### src/rtl/mlcc_pkg.sv
`timescale 1ns / 1ps
`default_nettype none

package mlcc_pkg;

   localparam int StateWidth = 4;
   localparam int KindWidth  = 3;
   localparam int AddrWidth  = 32;
   localparam int NodeWidth  = 4;

   // line states
   localparam logic [StateWidth-1:0] ST_I  = 4'd0;
   localparam logic [StateWidth-1:0] ST_S  = 4'd1;
   localparam logic [StateWidth-1:0] ST_E  = 4'd2;
   localparam logic [StateWidth-1:0] ST_O  = 4'd3;
   localparam logic [StateWidth-1:0] ST_M  = 4'd4;
   localparam logic [StateWidth-1:0] ST_F  = 4'd5;
   localparam logic [StateWidth-1:0] ST_IS = 4'd6;
   localparam logic [StateWidth-1:0] ST_IM = 4'd7;
   localparam logic [StateWidth-1:0] ST_MS = 4'd8;
   localparam logic [StateWidth-1:0] ST_OM = 4'd9;
   localparam logic [StateWidth-1:0] ST_FM = 4'd10;

   // event kinds
   localparam logic [KindWidth-1:0] EV_LOAD  = 3'd0;
   localparam logic [KindWidth-1:0] EV_STORE = 3'd1;
   localparam logic [KindWidth-1:0] EV_GETS  = 3'd2;
   localparam logic [KindWidth-1:0] EV_GETM  = 3'd3;
   localparam logic [KindWidth-1:0] EV_DATA  = 3'd4;

   typedef struct packed {
      logic [KindWidth-1:0] kind;
      logic [AddrWidth-1:0] line_addr;
      logic [NodeWidth-1:0] source_node;
      logic                 shared_in;
   } req_word_type;

   typedef struct packed {
      logic                  issue_gets;
      logic                  issue_getm;
      logic                  data_to_cpu;
      logic                  data_to_bus;
      logic [NodeWidth-1:0]  data_dest;
      logic [AddrWidth-1:0]  out_addr;
      logic                  assert_shared;
      logic                  miss_pulse;
      logic                  upgrade_pulse;
      logic                  protocol_error;
      logic [StateWidth-1:0] new_state;
   } rsp_word_type;

endpackage

`default_nettype wire

### src/rtl/mlcc_next_state.sv
`timescale 1ns / 1ps
`default_nettype none

module mlcc_next_state
   import mlcc_pkg::*;
(
   input  wire logic [StateWidth-1:0] cur_state,
   input  wire logic [NodeWidth-1:0]  own_node_id,
   input  wire req_word_type          req,
   output rsp_word_type               rsp
);

   always_comb begin
      logic [StateWidth-1:0] ns;
      logic gets, getm, tocpu, tobus, shr, miss, upg, err, other;

      ns    = cur_state;
      gets  = 1'b0;
      getm  = 1'b0;
      tocpu = 1'b0;
      tobus = 1'b0;
      shr   = 1'b0;
      miss  = 1'b0;
      upg   = 1'b0;
      err   = 1'b0;
      other = (req.source_node != own_node_id);

      if (req.kind > EV_DATA || cur_state > ST_FM) begin
         err = 1'b1;
      end else begin
         case (req.kind)
            EV_LOAD: begin
               case (cur_state)
                  ST_I: begin
                     gets = 1'b1;
                     miss = 1'b1;
                     ns   = ST_IS;
                  end
                  ST_S, ST_O, ST_M, ST_E, ST_F: tocpu = 1'b1;
                  default: ;
               endcase
            end
            EV_STORE: begin
               case (cur_state)
                  ST_I, ST_S: begin
                     getm = 1'b1;
                     miss = 1'b1;
                     ns   = ST_IM;
                  end
                  ST_O: begin
                     getm = 1'b1;
                     miss = 1'b1;
                     ns   = ST_OM;
                  end
                  ST_F: begin
                     getm = 1'b1;
                     miss = 1'b1;
                     ns   = ST_FM;
                  end
                  ST_M: tocpu = 1'b1;
                  ST_E: begin
                     tocpu = 1'b1;
                     upg   = 1'b1;
                     ns    = ST_M;
                  end
                  default: ;
               endcase
            end
            EV_GETS: begin
               case (cur_state)
                  ST_S, ST_MS: shr = 1'b1;
                  ST_O, ST_F, ST_OM, ST_FM: begin
                     tobus = 1'b1;
                     shr   = 1'b1;
                  end
                  ST_M: begin
                     tobus = 1'b1;
                     shr   = 1'b1;
                     ns    = ST_O;
                  end
                  ST_E: begin
                     tobus = 1'b1;
                     shr   = 1'b1;
                     ns    = ST_F;
                  end
                  default: ;
               endcase
            end
            EV_GETM: begin
               case (cur_state)
                  ST_S: ns = ST_I;
                  ST_O, ST_M, ST_E, ST_F: begin
                     tobus = 1'b1;
                     shr   = 1'b1;
                     ns    = ST_I;
                  end
                  ST_MS: begin
                     if (other) ns = ST_IM;
                  end
                  // OM gives up the line to any GETM, own or not
                  ST_OM: begin
                     tobus = 1'b1;
                     ns    = ST_IM;
                  end
                  ST_FM: begin
                     tobus = 1'b1;
                     if (other) ns = ST_IM;
                  end
                  default: ;
               endcase
            end
            default: begin
               case (cur_state)
                  ST_M: err = 1'b1;
                  ST_IS: begin
                     tocpu = 1'b1;
                     ns    = req.shared_in ? ST_S : ST_E;
                  end
                  ST_IM, ST_MS, ST_FM: begin
                     tocpu = 1'b1;
                     ns    = ST_M;
                  end
                  ST_OM: ns = ST_M;
                  default: ;
               endcase
            end
         endcase
      end

      // hold the state on an error
      if (err) ns = cur_state;

      rsp.issue_gets     = gets;
      rsp.issue_getm     = getm;
      rsp.data_to_cpu    = tocpu;
      rsp.data_to_bus    = tobus;
      rsp.data_dest      = tobus ? req.source_node : '0;
      rsp.out_addr       = (gets || getm || tocpu || tobus) ? req.line_addr : '0;
      rsp.assert_shared  = shr;
      rsp.miss_pulse     = miss;
      rsp.upgrade_pulse  = upg;
      rsp.protocol_error = err;
      rsp.new_state      = ns;
   end

endmodule

`default_nettype wire

### src/rtl/moesif_line_coherence_controller.sv
`timescale 1ns / 1ps
`default_nettype none

// Coherence controller for one cache line under a snooping MOESIF protocol.
// Each request word (processor load/store or snooped GETS/GETM/DATA) yields
// exactly one response word with the bus/processor actions and the new line
// state. Throughput is one word per cycle while rsp_ready does not stall the
// response register. A word is held in the request register, then the
// next-state lookup against the line state register fills the response
// register. The line state updates when a word moves into the response
// register. Write csr_write_data (own node id) only while the block is idle.

module moesif_line_coherence_controller
   import mlcc_pkg::*;
(
   input  wire logic                 clock,
   input  wire logic                 reset,

   input  wire logic                 csr_write_en,
   input  wire logic [NodeWidth-1:0] csr_write_data,

   input  wire logic                 req_valid,
   output logic                      req_ready,
   input  wire req_word_type         req_data,

   output logic                      rsp_valid,
   input  wire logic                 rsp_ready,
   output rsp_word_type              rsp_data
);

   logic [NodeWidth-1:0]  own_id_ff;
   logic [StateWidth-1:0] state_ff;
   logic                  in_vld_ff;
   req_word_type          in_word_ff;
   logic                  out_vld_ff;
   rsp_word_type          out_word_ff;

   rsp_word_type          out_word_in;
   logic                  adv;

   // advance the request word into the response register when it is free
   assign adv       = in_vld_ff && (!out_vld_ff || rsp_ready);
   assign req_ready = !in_vld_ff || adv;

   mlcc_next_state u_next_state (
      .cur_state   (state_ff),
      .own_node_id (own_id_ff),
      .req         (in_word_ff),
      .rsp         (out_word_in)
   );

   always_ff @(posedge clock) begin
      if (reset) begin
         own_id_ff  <= '0;
         state_ff   <= ST_I;
         in_vld_ff  <= 1'b0;
         out_vld_ff <= 1'b0;
      end else begin
         if (csr_write_en) own_id_ff <= csr_write_data;
         if (req_ready) in_vld_ff <= req_valid;
         if (adv) begin
            out_vld_ff <= 1'b1;
            state_ff   <= out_word_in.new_state;
         end else if (rsp_ready) begin
            out_vld_ff <= 1'b0;
         end
      end
   end

   always_ff @(posedge clock) begin
      if (req_ready && req_valid) in_word_ff <= req_data;
      if (adv) out_word_ff <= out_word_in;
   end

   assign rsp_valid = out_vld_ff;
   assign rsp_data  = out_word_ff;

   a_state_tracks_rsp: assert property (@(posedge clock) disable iff (reset)
      adv |=> state_ff == rsp_data.new_state)
      else $error("line state differs from reported new state");

   a_error_holds: assert property (@(posedge clock) disable iff (reset)
      adv && out_word_in.protocol_error |=> state_ff == $past(state_ff))
      else $error("state changed on protocol error");

   a_state_legal: assert property (@(posedge clock) disable iff (reset)
      state_ff <= ST_FM)
      else $error("line state out of range");

   a_upgrade_to_m: assert property (@(posedge clock) disable iff (reset)
      rsp_valid && rsp_data.upgrade_pulse |->
         rsp_data.new_state == ST_M && rsp_data.data_to_cpu)
      else $error("upgrade without move to M");

endmodule

`default_nettype wire

### config.mk
export PLATFORM = sky130hd
export DESIGN_NAME = moesif_line_coherence_controller
export DESIGN_NICKNAME = d
export VERILOG_FILES = /design/src/rtl/mlcc_pkg.sv /design/src/rtl/mlcc_next_state.sv /design/src/rtl/moesif_line_coherence_controller.sv
export SDC_FILE = /design/constraint.sdc
export NUM_CORES = 1
export LEC_CHECK = 0
export CORE_MARGIN = 8
export CORE_UTILIZATION = 40
export CTS_CLUSTER_DIAMETER = 30
export DETAILED_ROUTE_END_ITERATION = 6
export DONT_BUFFER_PORTS = 1
export PLACE_DENSITY = 0.64
export REMOVE_ABC_BUFFERS = 1
export SLEW_MARGIN = 20
export SYNTH_ARGS = -nofsm -noshare
export SYNTH_HDL_FRONTEND = slang
export SYNTH_SLANG_ARGS = --single-unit
### constraint.sdc
create_clock -name clock -period 2.5 [get_ports clock]
set_input_delay 0.125 -clock clock [delete_from_list [all_inputs] [get_ports clock]]
set_output_delay 0.125 -clock clock [all_outputs]
set_load 0.05 [all_outputs]
### Yosys cells after proc, flatten, opt, wreduce, memory -nomap -nowiden

Cells that the tools add are included.

| cells by class | value |
|---|---|
| bitwise logic cells | 1 |
| magnitude comparators | 2 |
| muxes and demuxes | 34 |
| equal/unequal tests | 14 |
| reduce and logical (&&, ||, !) cells | 26 |

Operators by type and width:

| operator | count |
|---|---|
| case mux 4 bit (4 select lines) | 2 |
| 2-to-1 mux 1 bit | 21 |
| OR reduction 4 bit | 5 |
| equality test 4 x 3 -> 1 bit, second input constant | 4 |
| 2-to-1 mux 4 bit | 4 |
| case mux 4 bit (2 select lines) | 2 |
| equality test 4 bit, second input constant | 3 |
| case mux 4 bit (3 select lines) | 1 |
| OR reduction 2 bit | 5 |
| equality test 4 x 2 -> 1 bit, second input constant | 2 |
| OR reduction 8 bit | 1 |
| equality test 3 x 2 -> 1 bit, second input constant | 2 |
| logical OR 1 bit | 6 |
| OR reduction 6 bit | 1 |
| OR reduction 5 bit | 1 |
| equality test 4 x 1 -> 1 bit, second input constant | 1 |
| > comparator 4 bit, second input constant | 1 |
| logical NOT 4 bit | 1 |
| inequality test 4 bit | 1 |
| case mux 1 bit (2 select lines) | 2 |
| equality test 3 x 1 -> 1 bit, second input constant | 1 |
| > comparator 3 bit, second input constant | 1 |
| logical NOT 3 bit | 1 |
| case mux 1 bit (3 select lines) | 1 |
| 5 further kinds | 7 |

| word-level totals | value |
|---|---|
| bits in registers | 98 |

### Longest topological paths before layout

Gate-level depths: netlist (run 1).

| logic depth | value |
|---|---|
| depth in word-level cells | 8 |
| depth in mapped cells | 7 |
| gate-level depth less buffers | 5 |

### By module

A second synthesis (run 1) with hierarchy kept.

| second synthesis, totals | value |
|---|---|
| cells, all modules | 290 |
| area total of the unflattened synthesis | 4096.4 µm² |

By module, submodules not included:

| module | times used | cells each | seq. area each (µm²) | area an instance (µm²) |
|---|---|---|---|---|
| moesif_line_coherence_controller | 1 | 129 | 2842.7 | 3056.7 |
| mlcc_next_state | 1 | 161 | 0.0 | 1039.7 |

### Worst setup path before layout (run 1)

OpenSTA, ideal clock, no wires.

| timing | value |
|---|---|
| kind | reg-to-reg |
| from | register out_vld_ff, in the netlist rsp_valid |
| to | register in_word_ff[0] (netlist bit) (enable) |
| setup time | 0.401 ns |
| arrival time | 2.116 ns |
| stages on the path, launching flop included | 4 |
| data required time | 2.099 ns |
| slack | -0.017 ns |
| cell sequence | dfxtp_1 > nor2b_1 > nand2_1 > and2_1 |

| between the ends | value |
|---|---|
| cells in the longest elaborated chain, start to end | 5 |

RTL lines:

| what | line | RTL |
|---|---|---|
| start, declared | moesif_line_coherence_controller.sv:35 | `logic out_vld_ff;` |
| start signal, assigned | moesif_line_coherence_controller.sv:57 | `out_vld_ff <= 1'b0;` |
| start signal, assigned | moesif_line_coherence_controller.sv:62 | `out_vld_ff <= 1'b1;` |
| start signal, assigned | moesif_line_coherence_controller.sv:65 | `out_vld_ff <= 1'b0;` |
| logical NOT 1 bit | moesif_line_coherence_controller.sv:42 | `assign adv = in_vld_ff && (!out_vld_ff \|\| rsp_ready);` |
| logical OR 1 bit | moesif_line_coherence_controller.sv:42 |  |
| logical AND 1 bit | moesif_line_coherence_controller.sv:42 |  |
| logical OR 1 bit | moesif_line_coherence_controller.sv:43 | `assign req_ready = !in_vld_ff \|\| adv;` |
| via req_ready | moesif_line_coherence_controller.sv:23 | `output logic req_ready,` |
| logical AND 1 bit | moesif_line_coherence_controller.sv:71 | `if (req_ready && req_valid) in_word_ff <= req_data;` |
| end signal, assigned | moesif_line_coherence_controller.sv:71 |  |
| end, declared | moesif_line_coherence_controller.sv:34 | `req_word_type in_word_ff;` |

The timed path passes the listed nets, and every way through them passes these cells.
A chain may end at the register's enable or synchronous reset.

==> results.json, run 1 <==
{
  "holdWs_ps": 381,
  "post_detailed_routing_wire_length_um": 9190,
  "final_core_utilization_pct": 48.9,
  "routedWlPerCell_um": 18.8,
  "dpl_cell_area_mm2": 0.00423,
  "chipWidth_um": 117,
  "numClockSinks": 98,
  "yosys.cell_count.top_type": "sky130_fd_sc_hd__edfxtp_1",
  "design.die.area_mm2": 0.0136,
  "finish.instance_area_mm2": 0.00494,
  "vias_in_the_first_global_route": 2541,
  "yosys.area.top_type_share_pct": 65.0,
  "fp.coreArea_mm2": 0.0101,
  "synth.yosys.seq_area_share_pct": 69.9,
  "final-setup-viol-count": 0,
  "synth_area_leader_cell": "sky130_fd_sc_hd__edfxtp_1",
  "synth-warning-count": 0,
  "ys_top_cells_by_count": "sky130_fd_sc_hd__edfxtp_1 (88), sky130_fd_sc_hd__and2_1 (38), sky130_fd_sc_hd__nor2_1 (20), sky130_fd_sc_hd__nand2_1 (17), sky130_fd_sc_hd__a21oi_1 (12)",
  "yosys-top-cells-area": "sky130_fd_sc_hd__edfxtp_1 (65%), sky130_fd_sc_hd__and2_1 (5.8%), sky130_fd_sc_hd__dfxtp_1 (4.9%)",
  "rsz0062_at_grt": "false",
  "port_buf_inserts": 0,
  "skew_ps": 10.0,
  "nets": 396,
  "endpoint_required_time_on_the_critical_path_ps": 2620,
  "routed_via_density": 5.11,
  "clock_tree_from_tritoncts": "done",
  "std_cell_rows": 37,
  "outcome": "complete, no violations",
  "critical-path-slowest-cell": "sky130_fd_sc_hd__dfxtp_1",
  "via_total_after_detailed_routing": 2496,
  "global_route_wire_length_before_repair_um": 14000,
  "antennaDiodeCount": 0,
  "post-route-min-period_ps": 2280,
  "max_cap_violations": 0,
  "clock_pin_slew_on_the_worst_setup_and_hold_paths_ps": 100,
  "cts_htree_levels": 3,
  "route.antenna.remaining_nets": 0,
  "edff_count_synth": 88,
  "cts_buffer_depth": 2,
  "arrival_ps": 2400,
  "ordered_cell_list_for_the_critical_path": "nor2_1 > o21ba_2 > a311o_1 > buf_4 > and2_1",
  "kind_of_launch_point_of_the_worst_setup_path": "flop",
  "antenna_violations_before_repair": 0,
  "cpLargestDelayFamily": "flip-flops",
  "power_per_cell_area_mw_per_mm2": 679,
  "drt_pass1_iterations": 4,
  "initial_utilization_pct": 40.3,
  "endpoint_kind": "flop",
  "post_route_setup_tns_ps": 0,
  "power.ir.vdd_worst_uv": 396,
  "relSlewSlack_pct": 36.5,
  "boundaryPins": 99,
  "synth_cell_type_count": 59,
  "gpl.final_weighted_congestion": 0.845,
  "dpl.hpwl_um": 6130,
  "path_class": "flop to flop",
  "min-delay-path-class": "input port to flop",
  "final_hold_viol_count": 0,
  "number_of_flip_flops_and_latches_in_the_synthesized_netlist": 98,
  "async_reset_ff_share_pct": 0,
  "drt_iter0_drc": 248,
  "layout_worst_path_cycle_share_pct": 91.1,
  "final_max_slew_viol_count": 0,
  "grt_start_max_net_pins": 41,
  "worstPathMaxFanout": 32,
  "die_h_um": 117,
  "gr-total-overflow": 0,
  "max_clock_freq_mhz": 439,
  "cts_buffer_count": 9,
  "syn2layout_area_growth_pct": 21.5,
  "worstMarginPinSlew_ps": 953,
  "buffers_inverters_on_critical_path": 1,
  "root_buffer": "sky130_fd_sc_hd__clkbuf_8",
  "track_usage_pct": 13.9,
  "worst_path_largest_cell_delay_ps": 800,
  "synth_flop_cell": "sky130_fd_sc_hd__edfxtp_1",
  "avgSynthCellArea_um2": 13.8,
  "insertion_delay_ps": 370,
  "leakage_nw": 1.74,
  "drive_gt1_share_pct": 10.8,
  "synthesis.instances": 294,
  "drc": 0,
  "mapped_area_mm2": 0.00407
}
-- metal layers --
| layer | global-route usage [%] | routed length, µm | part of all wire, % | vias to the layer above |
|---|---|---|---|---|
| met2 | 22.1 | 4560 | 50 | 75 |
| met3 | 4.62 | 651 | 7.1 | 10 |
| met4 | 5.97 | 138 | 1.5 | 0 |
| met1 | 17.0 | 3840 | 42 | 1216 |
| met5 | 0 | 0 | 0 | - |
| li1 | - | - | - | 1195 |
-- placed cells by master (no fill, tap or decap), drive strengths merged, types with 7 or more instances in the layout --
master,instances
edfxtp,88
dlygate4sd3,51
and2,38
nor2,20
nand2,17
a21oi,14
dfxtp,10
buf,10
clkbuf,9
inv,9
o21ai,7
-- worst reg2reg max path, delay by kind of cell (launching register included) --
family,cells,cell delay (ps)
compound gates,2,580
buf+inv,1,210
simple gates,2,430
flops,1,800
-- worst paths after layout --
kind / from / endpoint / slack, ps / depth (start not counted)
min: req_data[27] / in_word_ff[27] / 380 / 1
min reg2reg: in_vld_ff / rsp_valid / 520 / 2
max: state_ff[1] / rsp_data[38] / 220 / 5
max reg2reg: state_ff[1] / rsp_data[38] / 220 / 5
-- sequential cells by signal (all words and copies together), names as in the netlist --
name        count
in_word_ff     40
rsp_valid       1
rsp_data       48
own_id_ff       4
state_ff        4
in_vld_ff       1
-- kinds of logic after synthesis --
logic type             Yosys count  share of synthesized area (%)
AND/OR/NAND/NOR                108                           14.7
flip-flops                      98                           69.9
AO/OA/AOI/OAI                   54                           10.4
buffers and inverters           25                           2.89
XOR/XNOR                         5                           1.08
multiplexers                     4                          0.985
-- report_power, final --
group	total [W]	switching [W]	leakage, nW	internal, W
registers	0.00207	0.000187	0.922	0.00188
logic	0.000243	0.000126	0.708	0.000118
clock network	0.00104	0.000565	0.106	0.000472
total	0.00335	0.000878	1.74	0.00247
-- what timing repair did --
item	CTS	global route
resized for setup	0	0
hold buffers	51	0
endpoints found under the hold margin	50	0
buffers inserted	0	0
-- layout make-up --
class,instances,area [µm²]
Fill cell,928,5150
Clock inverter,7,73.8
Timing Repair Buffer,61,598
Tap cell,136,170
Clock buffer,9,124
Multi-Input combinational cell,171,1110
Inverter,6,22.5
Sequential cell,98,2840
-- metrics by stage --
step	instances	worst slack, ps	total power (W)
finish	488	222	0.00335
global route	488	71.4	0.00348
CTS	488	246	0.00339
detailed placement	421	245	0.00228
global placement	421	285	0.00228
floorplan	275	-17.4	0.00221
Power figures use the tool's default switching activity.
==> run 2, diff against run 1 <==
--- a/config.mk
+++ b/config.mk
@@ -6,11 +6,11 @@
 export NUM_CORES = 1
 export LEC_CHECK = 0
 export CORE_MARGIN = 8
-export CORE_UTILIZATION = 40
+export CORE_UTILIZATION = 37
 export CTS_CLUSTER_DIAMETER = 30
 export DETAILED_ROUTE_END_ITERATION = 6
 export DONT_BUFFER_PORTS = 1
-export PLACE_DENSITY = 0.64
+export PLACE_DENSITY = 0.61
 export REMOVE_ABC_BUFFERS = 1
 export SLEW_MARGIN = 20
 export SYNTH_ARGS = -nofsm -noshare
==> run 2 against run 1 <==
Net effect:
- first-iteration DRC count is 45% lower
- die area grew 7.0%
- total power decreased by 0.21%
- hold slack worse by 1.3 ps
- critical path depth is 1 higher
- setup slack got worse by 3.8 ps
- cell count grew 1.2%
- flip-flop and latch count is the same
==> results.json, run 2 (same netlist as run 1, synthesis figures left out) <==
{
  "outcome": "complete, no violations",
  "max_clock_freq_mhz": 438,
  "post_route_setup_tns_ps": 0,
  "route.antenna.remaining_nets": 0,
  "cts_buffer_depth": 2,
  "final-setup-viol-count": 0,
  "design.die.area_mm2": 0.0146,
  "worst_reg2reg_path_startpoint": "state_ff[3]",
  "power_per_cell_area_mw_per_mm2": 676,
  "boundaryPins": 99,
  "kind_of_launch_point_of_the_worst_setup_path": "flop",
  "reg2reg_slack_ps": 220,
  "routed_via_density": 5.14,
  "worst_path_largest_cell_delay_ps": 720,
  "std_cell_rows": 38,
  "endpoint_required_time_on_the_critical_path_ps": 2620,
  "swShare_pct": 26.0,
  "clock_pin_slew_on_the_worst_setup_and_hold_paths_ps": 100,
  "routedWlPerCell_um": 18.4,
  "path_class": "flop to flop",
  "max_cap_violations": 0,
  "fp.coreArea_mm2": 0.0108,
  "arrival_ps": 2400,
  "drt_iter0_drc": 137,
  "vias_in_the_first_global_route": 2497,
  "leakage_nw": 1.74,
  "worstMarginPinSlew_ps": 953,
  "internal_power_w": 0.00247,
  "grt_start_max_net_pins": 41,
  "total_power_w": 0.00334,
  "antennaDiodeCount": 0,
  "critical-path-slowest-cell": "sky130_fd_sc_hd__dfxtp_1",
  "gpl.final_weighted_congestion": 0.841,
  "via_total_after_detailed_routing": 2538,
  "min-delay-path-class": "input port to flop",
  "most_frequent_cells_in_the_layout": "sky130_fd_sc_hd__edfxtp_1 (88), sky130_fd_sc_hd__dlygate4sd3_1 (51), sky130_fd_sc_hd__and2_1 (37), sky130_fd_sc_hd__nor2_1 (20), sky130_fd_sc_hd__nand2_1 (17)",
  "relSlewSlack_pct": 36.5,
  "numClockSinks": 98,
  "power.ir.vdd_worst_uv": 437,
  "clock_power_share_pct": 30.9,
  "power.switching_w": 0.000871,
  "hold_path_startpoint": "req_data[22]",
  "global_route_wire_length_before_repair_um": 13900,
  "worstRegToRegCells": 6,
  "final_core_utilization_pct": 45.8,
  "clock_tree_from_tritoncts": "done",
  "drc": 0,
  "dpl_cell_area_mm2": 0.00424,
  "gr-total-overflow": 0,
  "chipWidth_um": 121,
  "worstHoldPathCells": 1,
  "cts_setup_buffers": 0,
  "drive_gt1_share_pct": 11.3,
  "die_h_um": 121,
  "port_buf_inserts": 0,
  "finish.instance_area_mm2": 0.00494,
  "final_common_cell": "sky130_fd_sc_hd__edfxtp_1",
  "seq_power_share_pct": 61.9,
  "endpoint_kind": "flop",
  "insertion_delay_ps": 360,
  "worstPathMaxFanout": 32,
  "largest_register_ffs": 48,
  "initial_utilization_pct": 37.7,
  "final_max_slew_viol_count": 0,
  "worstHoldEndpoint": "in_word_ff[22]",
  "cts_htree_levels": 3,
  "root_buffer": "sky130_fd_sc_hd__clkbuf_8",
  "layout_worst_path_cycle_share_pct": 91.3,
  "post_cts_resize_count": 0,
  "holdWs_ps": 380,
  "p_comb_share_pct": 7.3,
  "cts_buffer_count": 9,
  "post_detailed_routing_wire_length_um": 9090,
  "antenna_violations_before_repair": 0,
  "critical_register_to_register_path_endpoint": "rsp_data[16]",
  "drt_pass1_iterations": 4,
  "ordered_cell_list_for_the_critical_path": "nand2b_1 > nor2_1 > o21ba_2 > a311o_1 > buf_4 > and2_1",
  "skew_ps": 7.16,
  "syn2layout_area_growth_pct": 21.6,
  "track_usage_pct": 12.3,
  "post-route-min-period_ps": 2280,
  "nets": 398,
  "rsz0062_at_grt": "false",
  "final_hold_viol_count": 0,
  "dpl.hpwl_um": 6350
}
[run 2: through the flow]
| step | worst slack (ps) | std cells |
|---|---|---|
| floorplan | -17.4 | 275 |
| global placement | 309 | 427 |
| detailed placement | 258 | 427 |
| CTS | 240 | 494 |
| global route | 50.1 | 494 |
| finish | 219 | 494 |
[run 2: routing by layer]
layer	track usage [%]	vias up	part of all wire [%]
li1	-	1198	-
met1	15.1	1243	43
met2	20.0	84	50
met3	3.68	13	5.9
met4	4.84	0	1.6
met5	0	-	0
[run 2: worst max-delay path, delay by kind of cell, from the launching register on]
family / cells / cell delay (ps)
simple gates: 3 / 510
compound gates: 2 / 580
flops: 1 / 720
buf+inv: 1 / 220
[run 2: power by group through the flow]
stage,clock network (W),registers (W),logic (W)
floorplan,0,0.00210,0.000113
global placement,0,0.00211,0.000169
detailed placement,0,0.00211,0.000173
CTS,0.00107,0.00207,0.000244
global route,0.00112,0.00208,0.000264
finish,0.00103,0.00207,0.000243
[run 2: final cells by class]
type / instances / area, µm²
fill: 952 / 5850
sequential: 98 / 2840
multi-input combinational: 171 / 1110
timing repair buffer: 63 / 601
tap: 140 / 175
clock buffer: 9 / 124
clock inverter: 7 / 73.8
inverter: 6 / 22.5
[run 2: worst max path at each step]
stage | start | to | slack (ps) | cells past startpoint
final | state_ff[3] | rsp_data[16] | 220 | 6
after global routing | state_ff[3] | rsp_data[16] | 50 | 6
after CTS | state_ff[3] | rsp_data[16] | 240 | 6
after detailed placement | state_ff[3] | rsp_data[16] | 260 | 6
after global placement | state_ff[1] | rsp_data[12] | 310 | 6
after floorplan | rsp_valid | in_word_ff[0] | -20 | 3
[run 2: timing repair]
| action | in CTS | in global routing |
|---|---|---|
| endpoints found under the setup margin | 0 | 0 |
| hold endpoints to repair | 50 | 0 |
| hold buffers | 51 | 0 |
